$ cat config.mk
export PLATFORM = sky130hd
export DESIGN_NAME = tga_rle_pixel_decoder_core_flat
export DESIGN_NICKNAME = d
export VERILOG_FILES = /design/src/hw/rtl/trd_pkg.sv /design/src/hw/rtl/trd_stream_if.sv /design/src/hw/rtl/tga_rle_pixel_decoder_core.sv /design/src/hw/rtl/trd_queue.sv /design/src/hw/rtl/trd_front.sv /design/src/hw/rtl/trd_back.sv /design/src/flat_wrapper.sv
export SDC_FILE = /design/constraint.sdc
export NUM_CORES = 1
export LEC_CHECK = 0
export ABC_AREA = 0
export BUFFER_PORTS_ARGS = -buffer_cell sky130_fd_sc_hd__buf_2
export CORE_ASPECT_RATIO = 1.4
export CORE_MARGIN = 5
export CORE_UTILIZATION = 40
export CTS_CLUSTER_SIZE = 25
export DETAILED_ROUTE_END_ITERATION = 7
export PLACE_DENSITY = 0.59
export SETUP_SLACK_MARGIN = 0.05
export SLEW_MARGIN = 20
export SYNTH_ARGS = -nofsm -noshare
export SYNTH_HDL_FRONTEND = slang
export SYNTH_SLANG_ARGS = --single-unit
$ cat constraint.sdc
create_clock -name clk_i -period 8.2 [get_ports clk_i]
set_input_delay 1.23 -clock clk_i [delete_from_list [all_inputs] [get_ports clk_i]]
set_output_delay 1.23 -clock clk_i [all_outputs]
set_load 0.01 [all_outputs]
$ cat src/hw/rtl/trd_pkg.sv
// ----------------------------------------------------------------------------
// trd_pkg: shared types and constants of the run-length pixel decoder
// Beat payloads, the front-to-back command and the register map.
// ----------------------------------------------------------------------------
`default_nettype none

package trd_pkg;

  // Longest packet that one header can announce
  localparam int unsigned MaxPacketPixels = 128;
  localparam int unsigned PktCntW         = $clog2(MaxPacketPixels + 1);

  // Configuration port
  localparam int unsigned CfgIdxW  = 1;
  localparam int unsigned CfgDataW = 32;
  localparam int unsigned BppW     = 3;
  localparam int unsigned PixW     = 32;

  localparam logic [BppW-1:0] BppReset   = 3'd3;
  localparam logic [PixW-1:0] TotalReset = 32'd1;

  // Depth of the command queue between front and back
  localparam int unsigned QueueDepthDefault = 4;

  typedef enum logic [CfgIdxW-1:0] {
    REG_BPP   = 1'b0,
    REG_TOTAL = 1'b1
  } cfg_reg_e;

  typedef enum logic {
    PH_HEADER = 1'b0,
    PH_PIXEL  = 1'b1
  } phase_e;

  // Input beat
  typedef struct packed {
    logic [7:0] data_byte;
    logic       image_start;
  } trd_in_t;

  // Output beat
  typedef struct packed {
    logic [PixW-1:0] pixel_first;
    logic [PixW-1:0] pixel_second;
    logic [1:0]      pixel_count;
    logic            last_of_item;
    logic            image_done;
    logic            overrun;
  } trd_out_t;

  // One decoded pixel and how many times to repeat it
  typedef struct packed {
    logic [PixW-1:0]    pixel;
    logic [PktCntW-1:0] npix;
    logic               clipped;
    logic               done_at_end;
  } trd_cmd_t;

  // Queue status toward its neighbors
  typedef struct packed {
    logic full;
    logic empty;
  } trd_qstat_t;

endpackage

`default_nettype wire

$ cat src/hw/rtl/trd_stream_if.sv
// ----------------------------------------------------------------------------
// trd_stream_if: valid/ready stream channel
// Carries one payload beat per handshake; source drives, sink accepts.
// ----------------------------------------------------------------------------
`default_nettype none

interface trd_stream_if #(
  parameter type data_t = logic
);

  logic  valid;
  logic  ready;
  data_t data;

  modport source (output valid, output data, input ready);
  modport sink   (input valid, input data, output ready);

endinterface

`default_nettype wire

$ cat src/hw/rtl/tga_rle_pixel_decoder_core.sv
// Path: a completed pixel reaches the output through the command queue
//   write, then the output register.
// Throughput: one input byte per cycle; a run of n pixels drains as ceil(n/2)
//   beats, one per cycle while the sink is ready, and input stalls once the command queue fills.
// Reset: asynchronous, active low; registers return to 3 bytes per pixel
//   and a total of 1 pixel, decoder waits for a packet header.
// ----------------------------------------------------------------------------
// tga_rle_pixel_decoder_core: run-length image pixel stream decoder
// Parser front, command queue and run expander back with config registers.
// ----------------------------------------------------------------------------
`default_nettype none

module tga_rle_pixel_decoder_core #(
  parameter int unsigned QueueDepth = trd_pkg::QueueDepthDefault
) (
  input  wire logic                           clk_i,
  input  wire logic                           rst_ni,
  trd_stream_if.sink                          in_i,
  trd_stream_if.source                        out_o,
  input  wire logic                           cfg_we_i,
  input  wire logic [trd_pkg::CfgIdxW-1:0]    cfg_idx_i,
  input  wire logic [trd_pkg::CfgDataW-1:0]   cfg_wdata_i
);
  import trd_pkg::*;

  logic [BppW-1:0] bpp_q;
  logic [PixW-1:0] total_q;

  trd_in_t    in_data;
  trd_out_t   out_data;
  trd_cmd_t   push_data;
  trd_cmd_t   head;
  trd_qstat_t qstat;
  logic       push;
  logic       pop;
  logic       in_ready;
  logic       out_valid;

  // Configuration registers
  always_ff @(posedge clk_i or negedge rst_ni) begin
    if (!rst_ni) begin
      bpp_q   <= BppReset;
      total_q <= TotalReset;
    end else if (cfg_we_i) begin
      case (cfg_idx_i)
        REG_BPP:   bpp_q   <= cfg_wdata_i[BppW-1:0];
        REG_TOTAL: total_q <= cfg_wdata_i[PixW-1:0];
        default: ;
      endcase
    end
  end

  assign in_data     = in_i.data;
  assign in_i.ready  = in_ready;
  assign out_o.valid = out_valid;
  assign out_o.data  = out_data;

  trd_front u_front (
    .clk_i       (clk_i),
    .rst_ni      (rst_ni),
    .in_valid_i  (in_i.valid),
    .in_data_i   (in_data),
    .in_ready_o  (in_ready),
    .bpp_i       (bpp_q),
    .total_i     (total_q),
    .qstat_i     (qstat),
    .push_o      (push),
    .push_data_o (push_data)
  );

  trd_queue #(
    .Depth (QueueDepth)
  ) u_queue (
    .clk_i       (clk_i),
    .rst_ni      (rst_ni),
    .push_i      (push),
    .push_data_i (push_data),
    .pop_i       (pop),
    .head_o      (head),
    .stat_o      (qstat)
  );

  trd_back u_back (
    .clk_i       (clk_i),
    .rst_ni      (rst_ni),
    .head_i      (head),
    .qstat_i     (qstat),
    .pop_o       (pop),
    .out_valid_o (out_valid),
    .out_data_o  (out_data),
    .out_ready_i (out_o.ready)
  );

`ifndef SYNTHESIS
  // A single-pixel beat never carries a second pixel
  a_single_second_zero : assert property (@(posedge clk_i) disable iff (!rst_ni)
    out_valid && out_data.pixel_count == 2'd1 |-> out_data.pixel_second == '0)
    else $error("single-pixel beat with nonzero second pixel");

  // Image completion is only flagged on the closing beat of a command
  a_done_is_last : assert property (@(posedge clk_i) disable iff (!rst_ni)
    out_valid && out_data.image_done |-> out_data.last_of_item)
    else $error("image_done on a beat that is not last_of_item");

  // The parser never writes into a full queue
  a_no_push_full : assert property (@(posedge clk_i) disable iff (!rst_ni)
    push |-> !qstat.full)
    else $error("command pushed into a full queue");

  // The expander only pops a queue that holds a command
  a_no_pop_empty : assert property (@(posedge clk_i) disable iff (!rst_ni)
    pop |-> !qstat.empty)
    else $error("command popped from an empty queue");
`endif

endmodule

`default_nettype wire

$ cat src/hw/rtl/trd_queue.sv
// ----------------------------------------------------------------------------
// trd_queue: small command queue
// Register-based FIFO that decouples the byte parser from the expander.
// ----------------------------------------------------------------------------
`default_nettype none

module trd_queue #(
  parameter int unsigned Depth = trd_pkg::QueueDepthDefault
) (
  input  wire logic              clk_i,
  input  wire logic              rst_ni,
  input  wire logic              push_i,
  input  wire trd_pkg::trd_cmd_t push_data_i,
  input  wire logic              pop_i,
  output trd_pkg::trd_cmd_t      head_o,
  output trd_pkg::trd_qstat_t    stat_o
);
  import trd_pkg::*;

  localparam int unsigned AddrW = (Depth > 1) ? $clog2(Depth) : 1;
  localparam int unsigned CntW  = $clog2(Depth + 1);
  localparam logic [AddrW-1:0] LastAddr = AddrW'(Depth - 1);
  localparam logic [CntW-1:0]  FullCnt  = CntW'(Depth);

  trd_cmd_t         mem_q [Depth];
  logic [AddrW-1:0] wr_ptr_q, wr_ptr_d;
  logic [AddrW-1:0] rd_ptr_q, rd_ptr_d;
  logic [CntW-1:0]  cnt_q, cnt_d;

  // Pointer and fill bookkeeping
  always_comb begin
    wr_ptr_d = wr_ptr_q;
    rd_ptr_d = rd_ptr_q;
    cnt_d    = cnt_q;
    if (push_i) begin
      wr_ptr_d = (wr_ptr_q == LastAddr) ? '0 : wr_ptr_q + 1'b1;
    end
    if (pop_i) begin
      rd_ptr_d = (rd_ptr_q == LastAddr) ? '0 : rd_ptr_q + 1'b1;
    end
    if (push_i && !pop_i) begin
      cnt_d = cnt_q + 1'b1;
    end else if (!push_i && pop_i) begin
      cnt_d = cnt_q - 1'b1;
    end
  end

  always_ff @(posedge clk_i or negedge rst_ni) begin
    if (!rst_ni) begin
      wr_ptr_q <= '0;
      rd_ptr_q <= '0;
      cnt_q    <= '0;
    end else begin
      wr_ptr_q <= wr_ptr_d;
      rd_ptr_q <= rd_ptr_d;
      cnt_q    <= cnt_d;
    end
  end

  // Storage, no reset needed
  always_ff @(posedge clk_i) begin
    if (push_i) begin
      mem_q[wr_ptr_q] <= push_data_i;
    end
  end

  assign head_o       = mem_q[rd_ptr_q];
  assign stat_o.full  = (cnt_q == FullCnt);
  assign stat_o.empty = (cnt_q == '0);

endmodule

`default_nettype wire

$ cat src/hw/rtl/trd_front.sv
// ----------------------------------------------------------------------------
// trd_front: packet parser
// Takes one stream byte per beat, tracks packet headers, gathers pixel bytes
// and issues one repeat command per finished pixel.
// ----------------------------------------------------------------------------
`default_nettype none

module trd_front (
  input  wire logic                         clk_i,
  input  wire logic                         rst_ni,
  input  wire logic                         in_valid_i,
  input  wire trd_pkg::trd_in_t             in_data_i,
  output logic                              in_ready_o,
  input  wire logic [trd_pkg::BppW-1:0]     bpp_i,
  input  wire logic [trd_pkg::PixW-1:0]     total_i,
  input  wire trd_pkg::trd_qstat_t          qstat_i,
  output logic                              push_o,
  output trd_pkg::trd_cmd_t                 push_data_o
);
  import trd_pkg::*;

  phase_e             phase_q, phase_d;
  logic [PktCntW-1:0] left_q, left_d;
  logic               run_q, run_d;
  logic [1:0]         idx_q, idx_d;
  logic [PixW-1:0]    gather_q, gather_d;
  logic [PixW-1:0]    done_q, done_d;
  logic               clip_q, clip_d;

  logic               accept;
  logic [BppW-1:0]    bpp_eff;
  phase_e             phase_eff;
  logic [PixW-1:0]    done_eff;
  logic [PixW-1:0]    remain;
  logic [PktCntW-1:0] hdr_cnt;
  logic [PixW-1:0]    gather_new;
  logic [PktCntW-1:0] emit_n;
  logic [PixW-1:0]    done_new;

  assign in_ready_o = !qstat_i.full;
  assign accept     = in_valid_i && in_ready_o;

  // Pixel size clamped to 1..4
  always_comb begin
    bpp_eff = bpp_i;
    if (bpp_i == '0) begin
      bpp_eff = BppW'(1);
    end else if (bpp_i > BppW'(4)) begin
      bpp_eff = BppW'(4);
    end
  end

  // Image start clears the state before the byte is looked at
  assign phase_eff = in_data_i.image_start ? PH_HEADER : phase_q;
  assign done_eff  = in_data_i.image_start ? '0 : done_q;

  assign remain     = total_i - done_eff;
  assign hdr_cnt    = PktCntW'({1'b0, in_data_i.data_byte[6:0]}) + 1'b1;
  assign gather_new = gather_q | (PixW'(in_data_i.data_byte) << {idx_q, 3'b000});
  assign emit_n     = run_q ? left_q : PktCntW'(1);
  assign done_new   = done_q + PixW'(emit_n);

  // Next state and command issue
  always_comb begin
    phase_d     = phase_q;
    left_d      = left_q;
    run_d       = run_q;
    idx_d       = idx_q;
    gather_d    = gather_q;
    done_d      = done_q;
    clip_d      = clip_q;
    push_o      = 1'b0;
    push_data_o = '{pixel: gather_new, npix: emit_n, clipped: clip_q,
                    done_at_end: (done_new >= total_i)};

    if (accept) begin
      if (in_data_i.image_start) begin
        phase_d  = PH_HEADER;
        left_d   = '0;
        run_d    = 1'b0;
        idx_d    = '0;
        gather_d = '0;
        done_d   = '0;
        clip_d   = 1'b0;
      end
      if (done_eff < total_i) begin
        case (phase_eff)
          PH_HEADER: begin
            run_d    = in_data_i.data_byte[7];
            idx_d    = '0;
            gather_d = '0;
            phase_d  = PH_PIXEL;
            if (PixW'(hdr_cnt) > remain) begin
              left_d = remain[PktCntW-1:0];
              clip_d = 1'b1;
            end else begin
              left_d = hdr_cnt;
              clip_d = 1'b0;
            end
          end
          PH_PIXEL: begin
            if (BppW'({1'b0, idx_q}) + 1'b1 < bpp_eff) begin
              idx_d    = idx_q + 1'b1;
              gather_d = gather_new;
            end else begin
              // pixel complete: hand it to the expander
              push_o   = 1'b1;
              left_d   = run_q ? '0 : left_q - 1'b1;
              done_d   = done_new;
              idx_d    = '0;
              gather_d = '0;
              if ((run_q ? '0 : left_q - 1'b1) == '0) begin
                phase_d = PH_HEADER;
              end
            end
          end
          default: phase_d = PH_HEADER;
        endcase
      end
    end
  end

  always_ff @(posedge clk_i or negedge rst_ni) begin
    if (!rst_ni) begin
      phase_q  <= PH_HEADER;
      left_q   <= '0;
      run_q    <= 1'b0;
      idx_q    <= '0;
      gather_q <= '0;
      done_q   <= '0;
      clip_q   <= 1'b0;
    end else begin
      phase_q  <= phase_d;
      left_q   <= left_d;
      run_q    <= run_d;
      idx_q    <= idx_d;
      gather_q <= gather_d;
      done_q   <= done_d;
      clip_q   <= clip_d;
    end
  end

endmodule

`default_nettype wire

$ cat src/hw/rtl/trd_back.sv
// ----------------------------------------------------------------------------
// trd_back: run expander
// Turns each queued command into output beats of up to two pixels, one beat
// per cycle while the sink accepts, behind an output register.
// ----------------------------------------------------------------------------
`default_nettype none

module trd_back (
  input  wire logic                clk_i,
  input  wire logic                rst_ni,
  input  wire trd_pkg::trd_cmd_t   head_i,
  input  wire trd_pkg::trd_qstat_t qstat_i,
  output logic                     pop_o,
  output logic                     out_valid_o,
  output trd_pkg::trd_out_t        out_data_o,
  input  wire logic                out_ready_i
);
  import trd_pkg::*;

  logic               started_q, started_d;
  logic [PktCntW-1:0] left_q, left_d;
  logic               valid_q, valid_d;
  trd_out_t           data_q, data_d;

  logic [PktCntW-1:0] rem;
  logic               two;
  logic               last;
  logic               emit;

  // Pixels still owed for the head command
  assign rem  = started_q ? left_q : head_i.npix;
  assign two  = (rem >= PktCntW'(2));
  assign last = (rem <= PktCntW'(2));
  assign emit = !qstat_i.empty && (!valid_q || out_ready_i);

  always_comb begin
    started_d = started_q;
    left_d    = left_q;
    valid_d   = valid_q;
    data_d    = data_q;
    pop_o     = 1'b0;
    if (valid_q && out_ready_i) begin
      valid_d = 1'b0;
    end
    if (emit) begin
      valid_d = 1'b1;
      data_d  = '{pixel_first:  head_i.pixel,
                  pixel_second: two ? head_i.pixel : '0,
                  pixel_count:  two ? 2'd2 : 2'd1,
                  last_of_item: last,
                  image_done:   last && head_i.done_at_end,
                  overrun:      head_i.clipped};
      if (last) begin
        pop_o     = 1'b1;
        started_d = 1'b0;
      end else begin
        started_d = 1'b1;
        left_d    = rem - PktCntW'(2);
      end
    end
  end

  always_ff @(posedge clk_i or negedge rst_ni) begin
    if (!rst_ni) begin
      started_q <= 1'b0;
      left_q    <= '0;
      valid_q   <= 1'b0;
    end else begin
      started_q <= started_d;
      left_q    <= left_d;
      valid_q   <= valid_d;
    end
  end

  // Output payload, no reset needed
  always_ff @(posedge clk_i) begin
    data_q <= data_d;
  end

  assign out_valid_o = valid_q;
  assign out_data_o  = data_q;

endmodule

`default_nettype wire

$ cat src/flat_wrapper.sv
// flat-port wrapper written by rule: the top's interface ports become plain ports
module tga_rle_pixel_decoder_core_flat import trd_pkg::*;
#(
  parameter int unsigned QueueDepth = trd_pkg::QueueDepthDefault
)
  (clk_i, rst_ni, cfg_we_i, cfg_idx_i, cfg_wdata_i, in_i_valid, in_i_data, in_i_ready, out_o_valid, out_o_data, out_o_ready);
  trd_stream_if #(.data_t(trd_in_t)) in_i_i ();
  trd_stream_if #(.data_t(trd_out_t)) out_o_i ();
  input  wire logic clk_i;
  input  wire logic rst_ni;
  input  wire logic cfg_we_i;
  input  wire logic [trd_pkg::CfgIdxW-1:0] cfg_idx_i;
  input  wire logic [trd_pkg::CfgDataW-1:0] cfg_wdata_i;
  input wire logic [$bits(in_i_i.valid)-1:0] in_i_valid;
  input wire logic [$bits(in_i_i.data)-1:0] in_i_data;
  output wire logic [$bits(in_i_i.ready)-1:0] in_i_ready;
  output wire logic [$bits(out_o_i.valid)-1:0] out_o_valid;
  output wire logic [$bits(out_o_i.data)-1:0] out_o_data;
  input wire logic [$bits(out_o_i.ready)-1:0] out_o_ready;
  assign in_i_i.valid = in_i_valid;
  assign in_i_i.data = in_i_data;
  assign in_i_ready = in_i_i.ready;
  assign out_o_valid = out_o_i.valid;
  assign out_o_data = out_o_i.data;
  assign out_o_i.ready = out_o_ready;
  tga_rle_pixel_decoder_core #(.QueueDepth(QueueDepth)) u_core (.clk_i(clk_i), .rst_ni(rst_ni), .in_i(in_i_i), .out_o(out_o_i), .cfg_we_i(cfg_we_i), .cfg_idx_i(cfg_idx_i), .cfg_wdata_i(cfg_wdata_i));
endmodule
==> impl_results.md <==
* Initial core utilization at 40.3%
* CTS max path bufs at 3
* Comb pwr share at 30.3%
* Detailed-route wire length per cell at 20.4 um
* Post-synth ARST share at 35.2%
* Synth Instances at 1464
* Sink Count at 366
* CTS buffer count at 38
* Total wire length at 44900 um
* Post-synth EDFFs at 237
* Post-Synth XOR/XNOR Area at 3.17%
* Wire length of the first global-routing pass at 69900 um
* Largest net degree at the start of global routing at 70
* TritonCTS clock tree: yes
* Crit path capture type: flop
* Syn avg cell area at 12.6 sq um
* Layout Nets at 1704
* Final Util at 45.6%
* Die Wd at 192 um
* FP Rows at 93
* Worst setup SP type: input pin
* Fin Hold WS at 0.484 ns
* Worst hold path depth at 2
* Top FF cell, synth: edfxtp_1
* Min-Delay Path Class: reg -> reg
* Max IR drop VDD at 0.248 mV
* Fillers at 4237
* Synthesis-stage register bit count at 366
* Initial antenna violation count at 1
* Max-Cap Viols at 0
* Worst EP arrival at 6.38 ns
* Area grow syn2layout at 13.0%
* Total core area at 45800 sq um
* Worst Path Required at 8.61 ns
* Main combinational cell family by area after synthesis: compound AO/OA/AOI/OAI gates
* Clock slew seen by the registers of the worst setup and hold paths at 0.06 ns
* Commonest cells after routing, fill and taps aside: edfxtp_1, dfrtp_1, buf_2
* PnR worst setup slack at 2.23 ns
* Syn. warnings at 0
* Hpwl dp at 32400 um
* Antenna diode count at 0
* RSZ-0062 raised after global routing: false
* Vias in the first global route at 12252
* Netlist Area Pre-Place at 18500 sq um
* Reg area at 10400 sq um
* Adder-cell share of the synthesized area at 6.55%
* Int Pwr at 4.18 mW
* Post-synthesis simple-gate area fraction at 9.91%
* Net switching power at 2.01 mW
* Clk pwr share at 27.3%
* TNS Setup at 0 ns
* Reg2Reg Setup Slack at 2.89 ns
* Power Total at 6.20 mW
* GRT Resource Usage Total at 17.6%
* Leading cell type in the layout, fill and taps excluded: edfxtp_1
* Root buffer cell: clkbuf_16
* Mapped Nets at 1606
* Slew @ Worst Pin at 1.07 ns
* R2r worst-path depth at 23
* Fmax at 0.168 GHz
* Worst Path Max Fanout at 34
* # setup viols final at 0
* GRT overflow at 0
* Antenna Nets Post-Route at 0
* H-tree levels at 2
* Detailed Route Iter0 Violations at 726
* Period utilisation layout at 72.8%
* Die footprint at 50700 sq um
* Vias/cell at 5.46
* Power density cells at 296 nW/um^2
* First drt pass iteration count at 5
* Compound-gate portion of the synthesized area at 12.6%
* Pleak at 8.54 nW
* CP Class: in -> reg
* Sw frac at 32.5%
* Slew Limit Headroom at 28.5%
* Proportion of layout cells with a drive suffix above 1 at 19.4%
* Die H at 264 um
* GPL Wtd Cong at 0.895
* Crit path time final at 5.97 ns
* Multi-input logic area at 7590 sq um
* I/O Buffers at 117
* Outcome: completed
* Post_cts resized at 0
* Register share of total power at 42.5%
* Clk_skew at 0.0145 ns
* Routed vias at 12057
* CTS Hold Bufs at 0
* Max-slew violation count at 0
* Post-CTS Setup Bufs at 0
* Pre-CTS setup slack at 1.70 ns
* Post-synth cell types at 76
* Residual DRC at 0
* Multiplexer share of the synthesized area at 8.61%
* Sequential share of the synthesized area at 56.0%
* Top Ports at 118
* Hold Vio Cnt, Final at 0
* Later-pin clock latency in the skew report at 0.54 ns
synthesized netlist by cell type, types with 6 or more instances:
cell	instances	area [sq um]
and2_1	21	131
o21bai_1	7	52.6
a21oi_2	6	52.6
a21o_1	58	435
buf_2	24	120
nand2b_1	13	81.3
mux4_2	42	946
clkbuf_1	38	143
xor2_1	28	245
o21ai_1	14	70.1
a22o_1	19	166
nand4_1	29	181
edfxtp_1	237	7120
a32o_1	33	330
a31oi_1	7	43.8
inv_1	66	248
nand3_1	25	125
dfrtp_1	126	3150
ha_1	92	1150
mux2_2	37	417
buf_1	8	30.0
mux2i_1	23	230
nor2_1	52	195
nor3_1	20	100
or3_1	15	93.8
xnor2_1	39	342
nor2b_1	45	282
o21ai_0	59	295
nand2_1	111	417
a21oi_1	67	335
o31ai_1	10	75.1
worst max-delay path, stage by stage:
cell      delay [ns]
buf_2           0.13
clkinv_1        0.75
nand2_1         0.38
ha_1            0.29
nor2b_1         0.15
o211ai_2        0.23
nand2_2         0.14
a21o_1          0.20
a21oi_1         0.17
xor2_1          0.12
ha_1            0.34
nand2_1         0.05
o21ai_0         0.24
mux2i_1         0.12
nor3_1          0.26
nand4_1         0.13
nor4_1          0.21
nand4b_1        0.60
mux2i_1         0.27
a221o_1         0.34
power groups by stage:
stage | Sequential [mW] | Combinational [mW] | Clock, mW
global placement | 2.67 | 1.87 | 0
finish | 2.63 | 1.88 | 1.69
floorplan | 2.67 | 1.29 | 0
global route | 2.67 | 2.09 | 1.83
detailed placement | 2.67 | 1.90 | 0
CTS | 2.64 | 1.91 | 1.74
through the flow:
step / area, sq um / cells
floorplan: 18500 / 1464
global placement: 19700 / 2139
detailed placement: 19700 / 2139
CTS: 20900 / 2207
global route: 20900 / 2207
finish: 20900 / 2207
kinds of logic after synthesis:
group / after synthesis
buf+inv: 144
simple gates: 361
compound gates: 329
xor+xnor: 67
fa+ha+maj: 95
flops: 366
mux: 102
state kept, by name (all words and copies together) (netlist names), 2 cells and up:
name / count
u_core.u_queue.wr_ptr_q: 2
u_core.u_front.done_q: 32
u_core.u_front.idx_q: 2
u_core.bpp_q: 3
u_core.u_queue.mem_q: 168
u_core.u_queue.rd_ptr_q: 2
u_core.total_q: 32
u_core.u_back.out_data_o: 69
u_core.u_queue.cnt_q: 3
u_core.u_front.gather_q: 32
u_core.u_front.left_q: 8
u_core.u_back.left_q: 8
per-layer routing:
layer  GRT usage (%)  wire, um
met5               0         0
met4            6.97      1850
met3            2.11      1610
met2            33.1     24500
met1            20.1     17000
final cells by class:
type                            count  area share, %
Sequential cell                   366           49.5
Multi-Input combinational cell    954           36.3
Clock buffer                       50           4.96
Tap cell                          617           3.69
Timing Repair Buffer              133           3.40
Inverter                           69           1.24
Clock inverter                     18          0.904
worst paths after layout:
check | to | start
worst min-delay path | u_core.u_back.left_q[3] | u_core.u_back.left_q[3]
worst min register to register | u_core.u_back.left_q[3] | u_core.u_back.left_q[3]
worst max-delay path | u_core.u_front.left_q[7] | in_i_data[0]
min in group asynchronous | u_core.u_front.done_q[13] | rst_ni
max in group asynchronous | u_core.bpp_q[2] | rst_ni
worst max register to register | u_core.u_queue.mem_q[0][0] | u_core.u_front.run_q
Note: power is estimated with default switching activity, not from simulation.
